`config.mk`:
```
export PLATFORM = sky130hd
export DESIGN_NAME = console_line_input_packer_top
export DESIGN_NICKNAME = d
export VERILOG_FILES = /design/src/design/clip_pkg.sv /design/src/design/clip_cmd_fifo.sv /design/src/design/clip_front.sv /design/src/design/clip_back.sv /design/src/design/console_line_input_packer_top.sv
export SDC_FILE = /design/constraint.sdc
export NUM_CORES = 1
export LEC_CHECK = 0
export ABC_CLOCK_PERIOD_IN_PS = 4900
export BUFFER_PORTS_ARGS = -buffer_cell sky130_fd_sc_hd__buf_4
export CORE_UTILIZATION = 56
export DETAILED_ROUTE_END_ITERATION = 12
export GPL_ROUTABILITY_DRIVEN = 0
export PLACE_DENSITY = 0.76
export SETUP_SLACK_MARGIN = 0.05
export SLEW_MARGIN = 10
export SYNTH_ARGS = -nofsm -noshare
export SYNTH_HDL_FRONTEND = slang
export SYNTH_HIERARCHICAL = 1
export SYNTH_SLANG_ARGS = --single-unit
```
`constraint.sdc`:
```
create_clock -name clock -period 4.9 [get_ports clock]
set_input_delay 0.735 -clock clock [delete_from_list [all_inputs] [get_ports clock]]
set_output_delay 0.735 -clock clock [all_outputs]
set_load 0.005 [all_outputs]
```
`src/design/clip_pkg.sv`:
```
`timescale 1ns / 1ps
// ----------------------------------------------------------------------------
// clip_pkg
// Shared types and constants of the console line input packer.
// ----------------------------------------------------------------------------
package clip_pkg;

   // Line geometry
   localparam int LINE_BYTES = 81;
   localparam int CHARS_PER_WORD = 4;
   localparam int ROWS = (LINE_BYTES + CHARS_PER_WORD - 1) / CHARS_PER_WORD;
   localparam int ROW_W = (ROWS > 1) ? $clog2(ROWS) : 1;
   localparam int FILL_W = $clog2(LINE_BYTES + 1);
   localparam int MAX_WORDS = 21;
   localparam int WCNT_W = $clog2(MAX_WORDS + 1);

   // Field widths
   localparam int KEY_W = 7;
   localparam int TALLY_IN_W = 12;
   localparam int TALLY_W = 13;
   localparam int WAIT_W = 20;
   localparam int CHAR_W = 9;
   localparam int DATA_W = 36;
   localparam int MODE_W = 2;
   localparam int REQ_DATA_W = 24;
   localparam int RSP_DATA_W = 40;

   localparam logic [WAIT_W-1:0] TIMEOUT_RESET = WAIT_W'(30);
   localparam logic [TALLY_W-1:0] TALLY_FULL = TALLY_W'(4096);

   // Item modes
   localparam logic [MODE_W-1:0] MODE_KEY = 2'd0;
   localparam logic [MODE_W-1:0] MODE_START = 2'd1;
   localparam logic [MODE_W-1:0] MODE_TICK = 2'd2;
   localparam logic [MODE_W-1:0] MODE_IDLE = 2'd3;

   // Key codes
   localparam logic [KEY_W-1:0] KEY_NUL = 7'h00;
   localparam logic [KEY_W-1:0] KEY_EOT = 7'h04;
   localparam logic [KEY_W-1:0] KEY_BS = 7'h08;
   localparam logic [KEY_W-1:0] KEY_LF = 7'h0A;
   localparam logic [KEY_W-1:0] KEY_CR = 7'h0D;
   localparam logic [KEY_W-1:0] KEY_NAK = 7'h15;
   localparam logic [KEY_W-1:0] KEY_SUB = 7'h1A;
   localparam logic [KEY_W-1:0] KEY_ESC = 7'h1B;
   localparam logic [KEY_W-1:0] KEY_SPACE = 7'h20;
   localparam logic [KEY_W-1:0] KEY_TILDE = 7'h7E;
   localparam logic [KEY_W-1:0] KEY_DEL = 7'h7F;

   // Line store write from the front end
   typedef struct packed {
      logic             en;
      logic [ROW_W-1:0] row;
      logic [1:0]       lane;
      logic [KEY_W-1:0] data;
   } wr_type;

   // Command queued from front to back
   typedef struct packed {
      logic              attn;
      logic              status;
      logic [FILL_W-1:0] fill;
      logic [WCNT_W-1:0] words;
   } cmd_type;

endpackage

```
`src/design/clip_cmd_fifo.sv`:
```
`timescale 1ns / 1ps
// ----------------------------------------------------------------------------
// clip_cmd_fifo
// Two-entry command queue between the front end and the back end.
// ----------------------------------------------------------------------------
module clip_cmd_fifo (
   input  logic              clock,
   input  logic              reset,
   input  logic              push,
   input  clip_pkg::cmd_type push_cmd,
   output logic              full,
   input  logic              pop,
   output clip_pkg::cmd_type pop_cmd,
   output logic              empty
);
   import clip_pkg::*;

   cmd_type    entry_ff [2];
   logic       wr_ptr_ff;
   logic       rd_ptr_ff;
   logic [1:0] count_ff;

   assign full = (count_ff == 2'd2);
   assign empty = (count_ff == 2'd0);
   assign pop_cmd = entry_ff[rd_ptr_ff];

   // Store entries
   always_ff @(posedge clock) begin
      if (push) begin
         entry_ff[wr_ptr_ff] <= push_cmd;
      end
   end

   // Advance pointers and count
   always_ff @(posedge clock) begin
      if (reset) begin
         wr_ptr_ff <= 1'b0;
         rd_ptr_ff <= 1'b0;
         count_ff <= 2'd0;
      end else begin
         if (push) begin
            wr_ptr_ff <= ~wr_ptr_ff;
         end
         if (pop) begin
            rd_ptr_ff <= ~rd_ptr_ff;
         end
         if (push && !pop) begin
            count_ff <= count_ff + 2'd1;
         end else if (pop && !push) begin
            count_ff <= count_ff - 2'd1;
         end
      end
   end

endmodule

```
`src/design/clip_front.sv`:
```
`timescale 1ns / 1ps
// ----------------------------------------------------------------------------
// clip_front
// Accepts items, edits the line, tracks the read and queues completions.
// ----------------------------------------------------------------------------
module clip_front (
   input  logic                             clock,
   input  logic                             reset,
   input  logic                             csr_wr_en,
   input  logic [clip_pkg::WAIT_W-1:0]      csr_wr_data,
   input  logic                             req_tvalid,
   output logic                             req_tready,
   input  logic [clip_pkg::MODE_W-1:0]      req_mode,
   input  logic [clip_pkg::KEY_W-1:0]       req_key,
   input  logic [clip_pkg::TALLY_IN_W-1:0]  req_tally,
   output clip_pkg::wr_type                 line_wr,
   output logic                             cmd_push,
   output clip_pkg::cmd_type                cmd,
   input  logic                             cmd_full,
   input  logic                             line_done
);
   import clip_pkg::*;

   logic               reading_ff, reading_in;
   logic [FILL_W-1:0]  fill_ff, fill_in;
   logic [TALLY_W-1:0] tally_ff, tally_in;
   logic [WAIT_W-1:0]  wait_ff, wait_in;
   logic [WAIT_W-1:0]  timeout_ff;
   logic               pending_ff;

   logic               accept;
   logic               finish;
   logic               finish_status;
   logic [FILL_W-1:0]  finish_fill;
   logic               attn;
   logic [FILL_W:0]    ceil_sum;
   logic [TALLY_W-1:0] words_ceil;
   logic [TALLY_W-1:0] words_tally;
   logic [WCNT_W-1:0]  words;

   // Stall while a line is being sent out, since it shares the store, or while the command queue is full
   assign req_tready = !pending_ff && !cmd_full;
   assign accept = req_tvalid && req_tready;

   // Classify the item and compute the next read state
   always_comb begin
      reading_in = reading_ff;
      fill_in = fill_ff;
      tally_in = tally_ff;
      wait_in = wait_ff;
      finish = 1'b0;
      finish_status = 1'b0;
      finish_fill = fill_ff;
      attn = 1'b0;
      line_wr.en = 1'b0;
      line_wr.row = ROW_W'(fill_ff >> 2);
      line_wr.lane = fill_ff[1:0];
      line_wr.data = req_key;
      case (req_mode)
         MODE_START: begin
            reading_in = 1'b1;
            fill_in = '0;
            tally_in = (req_tally == '0) ? TALLY_FULL : TALLY_W'(req_tally);
            wait_in = '0;
         end
         MODE_IDLE: begin
            reading_in = 1'b0;
         end
         MODE_TICK: begin
            if (reading_ff) begin
               if (wait_ff != {WAIT_W{1'b1}}) begin
                  wait_in = wait_ff + WAIT_W'(1);
               end
               if (fill_ff == '0 && wait_in > timeout_ff) begin
                  finish = 1'b1;
                  finish_status = 1'b1;
               end
            end
         end
         default: begin
            if (req_key == KEY_NUL) begin
               // ignore
            end else if (!reading_ff) begin
               attn = (req_key == KEY_ESC);
            end else if (req_key == KEY_DEL || req_key == KEY_BS) begin
               if (fill_ff != '0) begin
                  fill_in = fill_ff - FILL_W'(1);
               end
            end else if (req_key == KEY_NAK) begin
               fill_in = '0;
            end else if (req_key == KEY_CR || req_key == KEY_LF) begin
               finish = 1'b1;
            end else if (req_key == KEY_ESC || req_key == KEY_EOT ||
                         req_key == KEY_SUB) begin
               finish = 1'b1;
               finish_status = 1'b1;
               finish_fill = '0;
            end else if (req_key >= KEY_SPACE && req_key <= KEY_TILDE) begin
               if (fill_ff < FILL_W'(LINE_BYTES)) begin
                  line_wr.en = accept;
                  fill_in = fill_ff + FILL_W'(1);
               end
            end
         end
      endcase

      // Word count: packed length limited by tally and result budget
      ceil_sum = (FILL_W + 1)'(finish_fill) + (FILL_W + 1)'(3);
      words_ceil = TALLY_W'(ceil_sum >> 2);
      words_tally = (words_ceil > tally_ff) ? tally_ff : words_ceil;
      words = (words_tally > TALLY_W'(MAX_WORDS)) ? WCNT_W'(MAX_WORDS)
                                                  : WCNT_W'(words_tally);
      if (finish) begin
         tally_in = tally_ff - TALLY_W'(words);
         fill_in = '0;
         reading_in = 1'b0;
      end

      cmd_push = accept && (finish || attn);
      cmd.attn = attn;
      cmd.status = finish_status;
      cmd.fill = finish_fill;
      cmd.words = finish ? words : '0;
   end

   // Hold read state, timeout register and completion tracking
   always_ff @(posedge clock) begin
      if (reset) begin
         reading_ff <= 1'b0;
         fill_ff <= '0;
         tally_ff <= '0;
         wait_ff <= '0;
         timeout_ff <= TIMEOUT_RESET;
         pending_ff <= 1'b0;
      end else begin
         if (csr_wr_en) begin
            timeout_ff <= csr_wr_data;
         end
         if (accept) begin
            reading_ff <= reading_in;
            fill_ff <= fill_in;
            tally_ff <= tally_in;
            wait_ff <= wait_in;
         end
         if (accept && finish) begin
            pending_ff <= 1'b1;
         end else if (line_done) begin
            pending_ff <= 1'b0;
         end
      end
   end

endmodule

```
`src/design/clip_back.sv`:
```
`timescale 1ns / 1ps
// ----------------------------------------------------------------------------
// clip_back
// Holds the line store and sends queued completions as packed words.
// ----------------------------------------------------------------------------
module clip_back (
   input  logic                                clock,
   input  logic                                reset,
   input  clip_pkg::wr_type                    line_wr,
   input  logic                                cmd_empty,
   input  clip_pkg::cmd_type                   cmd,
   output logic                                cmd_pop,
   output logic                                line_done,
   output logic                                rsp_tvalid,
   input  logic                                rsp_tready,
   output logic [clip_pkg::RSP_DATA_W-1:0]     rsp_tdata,
   output logic                                rsp_tlast
);
   import clip_pkg::*;

   typedef enum logic {ST_IDLE, ST_SEND} state_type;

   localparam int POS_W = ROW_W + FILL_W + 2;

   logic [CHARS_PER_WORD-1:0][KEY_W-1:0] line_mem [ROWS];
   logic [CHARS_PER_WORD-1:0][KEY_W-1:0] rd_data_ff;

   state_type          state_ff;
   logic [ROW_W-1:0]   row_ff, row_in;
   logic [FILL_W-1:0]  fill_ff;
   logic [WCNT_W-1:0]  words_ff;
   logic               status_ff;
   logic               rsp_valid_ff;
   logic [RSP_DATA_W-1:0] rsp_data_ff;
   logic               rsp_last_ff;

   logic               out_free;
   logic               row_end;
   logic               rsp_load;
   logic [DATA_W-1:0]  packed_word;
   logic [POS_W-1:0]   pos;

   assign rsp_tvalid = rsp_valid_ff;
   assign rsp_tdata = rsp_data_ff;
   assign rsp_tlast = rsp_last_ff;
   assign out_free = !rsp_valid_ff || rsp_tready;
   assign row_end = (WCNT_W'(row_ff) == words_ff - WCNT_W'(1));
   assign cmd_pop = (state_ff == ST_IDLE) && !cmd_empty && out_free;
   assign line_done = (cmd_pop && !cmd.attn && cmd.words == '0) ||
                      (state_ff == ST_SEND && out_free && row_end);
   assign rsp_load = (state_ff == ST_SEND) ? out_free
                                           : (cmd_pop && (cmd.attn || cmd.words == '0));

   // Pick the next row to read
   always_comb begin
      row_in = row_ff;
      if (state_ff == ST_IDLE) begin
         row_in = '0;
      end else if (out_free && !row_end) begin
         row_in = row_ff + ROW_W'(1);
      end
   end

   // Pack one row, zeroing slots past the end of the line
   always_comb begin
      packed_word = '0;
      pos = '0;
      for (int k = 0; k < CHARS_PER_WORD; k++) begin
         pos = POS_W'({row_ff, 2'(k)});
         if (pos < POS_W'(fill_ff)) begin
            packed_word[DATA_W-1-CHAR_W*k -: CHAR_W] = CHAR_W'(rd_data_ff[k]);
         end
      end
   end

   // Line store: byte-lane write, registered row read
   always_ff @(posedge clock) begin
      if (line_wr.en) begin
         line_mem[line_wr.row][line_wr.lane] <= line_wr.data;
      end
      rd_data_ff <= line_mem[row_in];
   end

   // Sequence completions and hold the output register
   always_ff @(posedge clock) begin
      if (reset) begin
         state_ff <= ST_IDLE;
         row_ff <= '0;
         fill_ff <= '0;
         words_ff <= '0;
         status_ff <= 1'b0;
         rsp_valid_ff <= 1'b0;
         rsp_data_ff <= '0;
         rsp_last_ff <= 1'b0;
      end else begin
         row_ff <= row_in;
         // Load a new result or drop the one just taken
         rsp_valid_ff <= rsp_load || (rsp_valid_ff && !rsp_tready);
         case (state_ff)
            ST_IDLE: begin
               if (cmd_pop) begin
                  if (cmd.attn) begin
                     rsp_data_ff <= {1'b1, 1'b0, 1'b0, {DATA_W{1'b0}}, 1'b0};
                     rsp_last_ff <= 1'b1;
                  end else if (cmd.words == '0) begin
                     rsp_data_ff <= {1'b0, cmd.status, 1'b1, {DATA_W{1'b0}}, 1'b0};
                     rsp_last_ff <= 1'b1;
                  end else begin
                     fill_ff <= cmd.fill;
                     words_ff <= cmd.words;
                     status_ff <= cmd.status;
                     state_ff <= ST_SEND;
                  end
               end
            end
            ST_SEND: begin
               if (out_free) begin
                  rsp_data_ff <= {1'b0, status_ff && row_end, row_end,
                                  packed_word, 1'b1};
                  rsp_last_ff <= row_end;
                  if (row_end) begin
                     state_ff <= ST_IDLE;
                  end
               end
            end
            default: begin
               state_ff <= ST_IDLE;
            end
         endcase
      end
   end

endmodule

```
`src/design/console_line_input_packer_top.sv`:
```
`timescale 1ns / 1ps
// ----------------------------------------------------------------------------
// console_line_input_packer_top
// Operator-console line editor that packs a finished line into 36-bit words.
// ----------------------------------------------------------------------------
// Usage:
//   req_* carries one item per transfer: tuser holds the mode (keystroke,
//   start read, tick, back to idle), tdata the key code and word tally.
//   rsp_* returns results; tlast marks the final result of an item.
//   csr_wr_en / csr_wr_data write the timeout in ticks (reset value 30).
// Flow:
//   Items that edit the line or cause no result are taken whenever
//   req_tready is high. An attention result or an empty completion passes
//   through the command queue into the output register on rsp_*. A
//   completion with N words, at most 21 for a full line, is read row by
//   row from the line store and sent as one word per cycle while
//   rsp_tready is high; the next item is taken after the last word. Input is
//   held off while a completion is outstanding, as the single line store
//   serves both the editing front end and the packing back end.
// Reset: synchronous; the read drops, the line empties, the timeout
//   returns to 30 and no result is pending. Line contents are not cleared.
// Stall: a held rsp_tready freezes the output register; the command queue
//   then fills and req_tready drops.
// ----------------------------------------------------------------------------
module console_line_input_packer_top (
   input  logic                                clock,
   input  logic                                reset,
   input  logic                                csr_wr_en,
   input  logic [clip_pkg::WAIT_W-1:0]         csr_wr_data,
   input  logic                                req_tvalid,
   output logic                                req_tready,
   // tdata: key_code[6:0], word_tally[18:7], zero fill [23:19]
   input  logic [clip_pkg::REQ_DATA_W-1:0]     req_tdata,
   // tuser: mode[1:0]
   input  logic [clip_pkg::MODE_W-1:0]         req_tuser,
   output logic                                rsp_tvalid,
   input  logic                                rsp_tready,
   // tdata: word_valid[0], data_word[36:1], read_done[37], end_status[38],
   //        attention[39]
   output logic [clip_pkg::RSP_DATA_W-1:0]     rsp_tdata,
   output logic                                rsp_tlast
);
   import clip_pkg::*;

   wr_type  line_wr;
   cmd_type push_cmd;
   cmd_type pop_cmd;
   logic    cmd_push;
   logic    cmd_pop;
   logic    cmd_full;
   logic    cmd_empty;
   logic    line_done;

   // Front end: edit and classify
   clip_front u_front (
      .clock       (clock),
      .reset       (reset),
      .csr_wr_en   (csr_wr_en),
      .csr_wr_data (csr_wr_data),
      .req_tvalid  (req_tvalid),
      .req_tready  (req_tready),
      .req_mode    (req_tuser),
      .req_key     (req_tdata[KEY_W-1:0]),
      .req_tally   (req_tdata[KEY_W+TALLY_IN_W-1:KEY_W]),
      .line_wr     (line_wr),
      .cmd_push    (cmd_push),
      .cmd         (push_cmd),
      .cmd_full    (cmd_full),
      .line_done   (line_done)
   );

   // Command queue
   clip_cmd_fifo u_fifo (
      .clock    (clock),
      .reset    (reset),
      .push     (cmd_push),
      .push_cmd (push_cmd),
      .full     (cmd_full),
      .pop      (cmd_pop),
      .pop_cmd  (pop_cmd),
      .empty    (cmd_empty)
   );

   // Back end: pack and send
   clip_back u_back (
      .clock      (clock),
      .reset      (reset),
      .line_wr    (line_wr),
      .cmd_empty  (cmd_empty),
      .cmd        (pop_cmd),
      .cmd_pop    (cmd_pop),
      .line_done  (line_done),
      .rsp_tvalid (rsp_tvalid),
      .rsp_tready (rsp_tready),
      .rsp_tdata  (rsp_tdata),
      .rsp_tlast  (rsp_tlast)
   );

endmodule
```
==> flow_summary_export.csv <==
group,metric,value,unit
outcome,outcome,"finished, final reports clean",
layout,nets,2600,
power,p_clk_share,37.0,%
layout,diodes,0,
layout,drive_gt1_share,13.72,%
die,fp.dieW,242.7,um
synth,synth-simple-area-share,9.598,%
timing,setup_ws,0.1815,ns
synth,netlist-cell-type-count,92,
hold_path,whs_path_depth,3,
synth,synth_xor_area_share,0.9988,%
synth,syn_area,32450,um2
placed_design,portBuffers,80,
clock_network,clk_pin_slew,0.05,ns
grt,overflow,0,
timing,fmax,211.9,MHz
die,die_y,242.7,um
detailed_routing,post-route-drc-count,0,
critical_path,regToRegStartpoint,"u_front/wait_ff[3]$_SDFFE_PP0P_",
timing,fin_crit,4.718,ns
detailed_routing,drt_iter0_markers,2044,
layout,fillers,4041,
detailed_routing,vias,20591,
critical_path,start_kind,"flip-flop",
critical_path,critical_path_required,5.42,ns
grt,grt_pass1_wl,116400,um
synth,syn_inst,2404,
timing,period_share,96.30,%
detailed_routing,via_per_inst,6.198,
power,power_frac_comb,15.6,%
clock_network,insertion_delay,0.63,ns
clock_network,clk_path_buf_depth,3,
synth,ys_seq_area_share,66.14,%
critical_path,crit_fanout,9,
grt,grt_usage,25.63,%
synth,synth_compound_area_share,8.781,%
synth,ys_ff_latch,764,
hold_path,hold_end,"u_front/timeout_ff[2]$_SDFFE_PP1P_",
timing,setup_tns,0,ns
synth,ys_async_sr_fraction,0,%
power,p_int,0.01138,W
power,p_sw_share,25.81,%
hold_path,min_path_type,"primary input to flip-flop",
detailed_routing,routed_wl,76040,um
die,dieArea,58910,um2
hold_path,hp-start,"csr_wr_data[2]",
synth,synth_top_family_by_area,"multiplexers",
placed_design,hpwl,47810,um
clock_network,numCtsBuffers,79,
synth,synth.area.mux_share,9.776,%
synth,synth_edf_count,616,
synth,postSynthAreaPerCell,13.50,um2
critical_path,critPathArrivalTime,5.23,ns
power,peakVddDrop,268.7,uV
placed_design,dpl.cell_count,3177,
clock_network,cts_root_buf,"clkbuf_16",
job,maxCapViolCount,0,
layout,area_growth,12.47,%
clock_network,cts.sinks,764,
power,p_sw,0.003958,W
grt,grt_pass1_vias,20533,
synth,synth_fa_ha_area_share,1.720,%
critical_path,worstRegToRegCells,18,
synth,ys.flop_type,"edfxtp_1",
grt,antenna_found_initial,1,
critical_path,r2r_slack,0.18,ns
clock_network,h-tree-depth,3,
clock_network,postCtsHoldBufs,0,
timing,hold_ws,0.3508,ns
power,p_per_area,420.3,nW/um2
die,start_util,57.10,%
detailed_routing,antenna_left,0,
timing,fin_skew,0.04285,ns
power,power_frac_seq,47.4,%
layout,utilization,64.22,%
die,row_count,87,
layout,final_cells,3322,
timing,grt_setup_unrepaired,"no",
timing,slew_headroom,16.07,%
die,core_area,56820,um2
synth,synth_warnings,6,
critical_path,cp-end-kind,"flip-flop",
timing,setup_violations,0,
critical_path,worst_r2r_endpoint,"u_fifo/count_ff[1]$_SDFFE_PP0P_",
timing,worstMarginPinSlew,1.254,ns
die,ios,94,
detailed_routing,dr.pass1.iters,6,
power,p_leak,12.69,nW
grt,grt_max_degree,89,
timing,final-hold-violation-count,0,
clock_network,cts_tree,"built",
timing,slew_viol_final,0,
placed_design,place_ws,-0.01171,ns
critical_path,critPathKind,"flip-flop to flip-flop",
detailed_routing,routedWlPerCell,22.89,um
## repair_timing
item	in CTS	in global routing
buffers inserted	0	3
endpoints found under the setup margin	0	31
resized for setup	0	8
## worst max-delay path, stage by stage (launching register included)
cell      delay (ns)
dfxtp_1         0.50
nand4_1         0.15
buf_4           0.18
buf_4           0.15
nor4_4          0.38
a21boi_1        0.21
nand2_1         0.17
nor2_1          0.08
xor2_1          0.17
ha_1            0.32
nand4_1         0.18
nor4b_1         0.44
a41o_1          0.25
a31o_2          0.17
nand2_1         0.17
o21a_1          0.28
ha_1            0.35
or3_1           0.36
a21oi_1         0.13
## kinds of logic (layout without fill, tap and decap cells)
logic type,count (synthesis),after routing
AOI/OAI and AO/OA,397,397
xor gates and xnor gates,37,37
adders and majority gates,44,44
buffers and inverters,204,359
DFF,764,764
muxes,278,278
other,1,8
and+or+nand+nor,679,679
## sequential cells by signal, indices dropped and copies added, names as in the netlist, 13 cells and up, named ones only
signal / flops
u_back/rsp_tdata: 32
u_fifo/entry_ff: 28
u_back/line_mem: 588
u_front/wait_ff: 20
u_back/rd_data_ff: 28
u_front/tally_ff: 13
u_front/timeout_ff: 20
## cell usage in the layout (no fill, tap or decap), drive strengths merged, types with 16 or more instances in the layout
| master | count |
|---|---|
| a21oi | 64 |
| clkbuf | 108 |
| o21ai | 38 |
| a21o | 16 |
| buf | 158 |
| dfxtp | 148 |
| a31oi | 60 |
| xnor2 | 26 |
| nand3 | 58 |
| nor3 | 22 |
| edfxtp | 616 |
| ha | 43 |
| inv | 63 |
| mux2 | 18 |
| clkinv | 25 |
| mux2i | 231 |
| o211ai | 66 |
| a22oi | 33 |
| and3 | 38 |
| nand2 | 225 |
| mux4 | 29 |
| nor2 | 236 |
| a221o | 27 |
## power by group through the flow
| stage | combinational [W] | clock, W | sequential [W] |
|---|---|---|---|
| 6_report | 0.00239 | 0.00568 | 0.00727 |
| 5_1_grt | 0.00257 | 0.00602 | 0.00728 |
| 4_1_cts | 0.00238 | 0.00575 | 0.00727 |
| 3_5_place_dp | 0.00236 | 0 | 0.00740 |
| 3_3_place_gp | 0.00229 | 0 | 0.00740 |
| 2_1_floorplan | 0.00177 | 0 | 0.00735 |
## worst max path at each step
stage / startpoint / endpoint / slack (ns) / cells past startpoint
global placement: req_tdata[0] / u_front/tally_ff[8]$_SDFFE_PP0P_ / 0.03 / 23
detailed placement: req_tdata[0] / u_front/tally_ff[7]$_SDFFE_PP0P_ / -0.01 / 21
finish: u_front/wait_ff[3]$_SDFFE_PP0P_ / u_fifo/count_ff[1]$_SDFFE_PP0P_ / 0.18 / 18
global route: u_front/wait_ff[3]$_SDFFE_PP0P_ / u_fifo/count_ff[1]$_SDFFE_PP0P_ / 0.06 / 17
CTS: u_front/wait_ff[3]$_SDFFE_PP0P_ / u_fifo/entry_ff[1][1]$_DFFE_PP_ / 0.16 / 14
floorplan: req_tdata[0] / u_front/tally_ff[8]$_SDFFE_PP0P_ / 0.08 / 21
## per-stage QoR
| stage | total power [W] | cell area, um2 |
|---|---|---|
| 4_1_cts | 0.01540 | 36430 |
| 3_3_place_gp | 0.009690 | 33990 |
| 2_1_floorplan | 0.009117 | 32470 |
| 6_report | 0.01534 | 36490 |
| 3_5_place_dp | 0.009765 | 33990 |
| 5_1_grt | 0.01588 | 36490 |
## metal layers
layer  up-vias  wire length, um  global-route usage [%]
met4         4             2346                   9.341
met2       898            37570                   43.68
met3       159             5997                   4.213
li1       9300                -                       -
met1     10230            30090                   33.15
met5         -               29                       0
## area by class of cell
cell class	instances	area (um2)	share of cell area, %
clock buffer	108	2158	5.915
inverter	59	221.5	0.6069
clock inverter	34	282.8	0.7749
sequential	764	21460	58.81
tap	756	945.9	2.592
multi-input combinational	1443	10150	27.81
timing repair buffer	158	1274	3.490
## cell usage after synthesis, types with 6 or more instances
cell type	instances	share of area (%)
a211oi_1	6	0.14
a21o_1	13	0.30
a21oi_1	62	0.96
a221o_1	27	0.83
a22o_1	8	0.22
a22oi_1	33	0.76
a311oi_1	9	0.24
a31oi_1	60	1.2
and2_1	9	0.17
and3_1	37	0.71
and4_1	6	0.16
buf_1	8	0.093
buf_2	30	0.46
buf_4	33	0.76
clkbuf_1	69	0.80
dfxtp_1	148	9.1
edfxtp_1	616	57
ha_1	43	1.7
inv_1	58	0.67
mux2_2	18	0.62
mux2i_1	230	7.1
mux4_2	29	2.0
nand2_1	225	2.6
nand2b_1	9	0.17
nand3_1	58	0.89
nand3b_1	7	0.16
nand4_1	12	0.23
nor2_1	235	2.7
nor2b_1	14	0.27
nor3_1	20	0.31
nor3b_1	6	0.14
nor4_1	6	0.12
o211ai_1	66	1.5
o21a_1	7	0.16
o21ai_0	36	0.56
o221ai_1	7	0.19
o31ai_1	9	0.21
or2_2	7	0.13
xnor2_1	26	0.70
xor2_1	11	0.30
(Power assumes the default switching activity.)
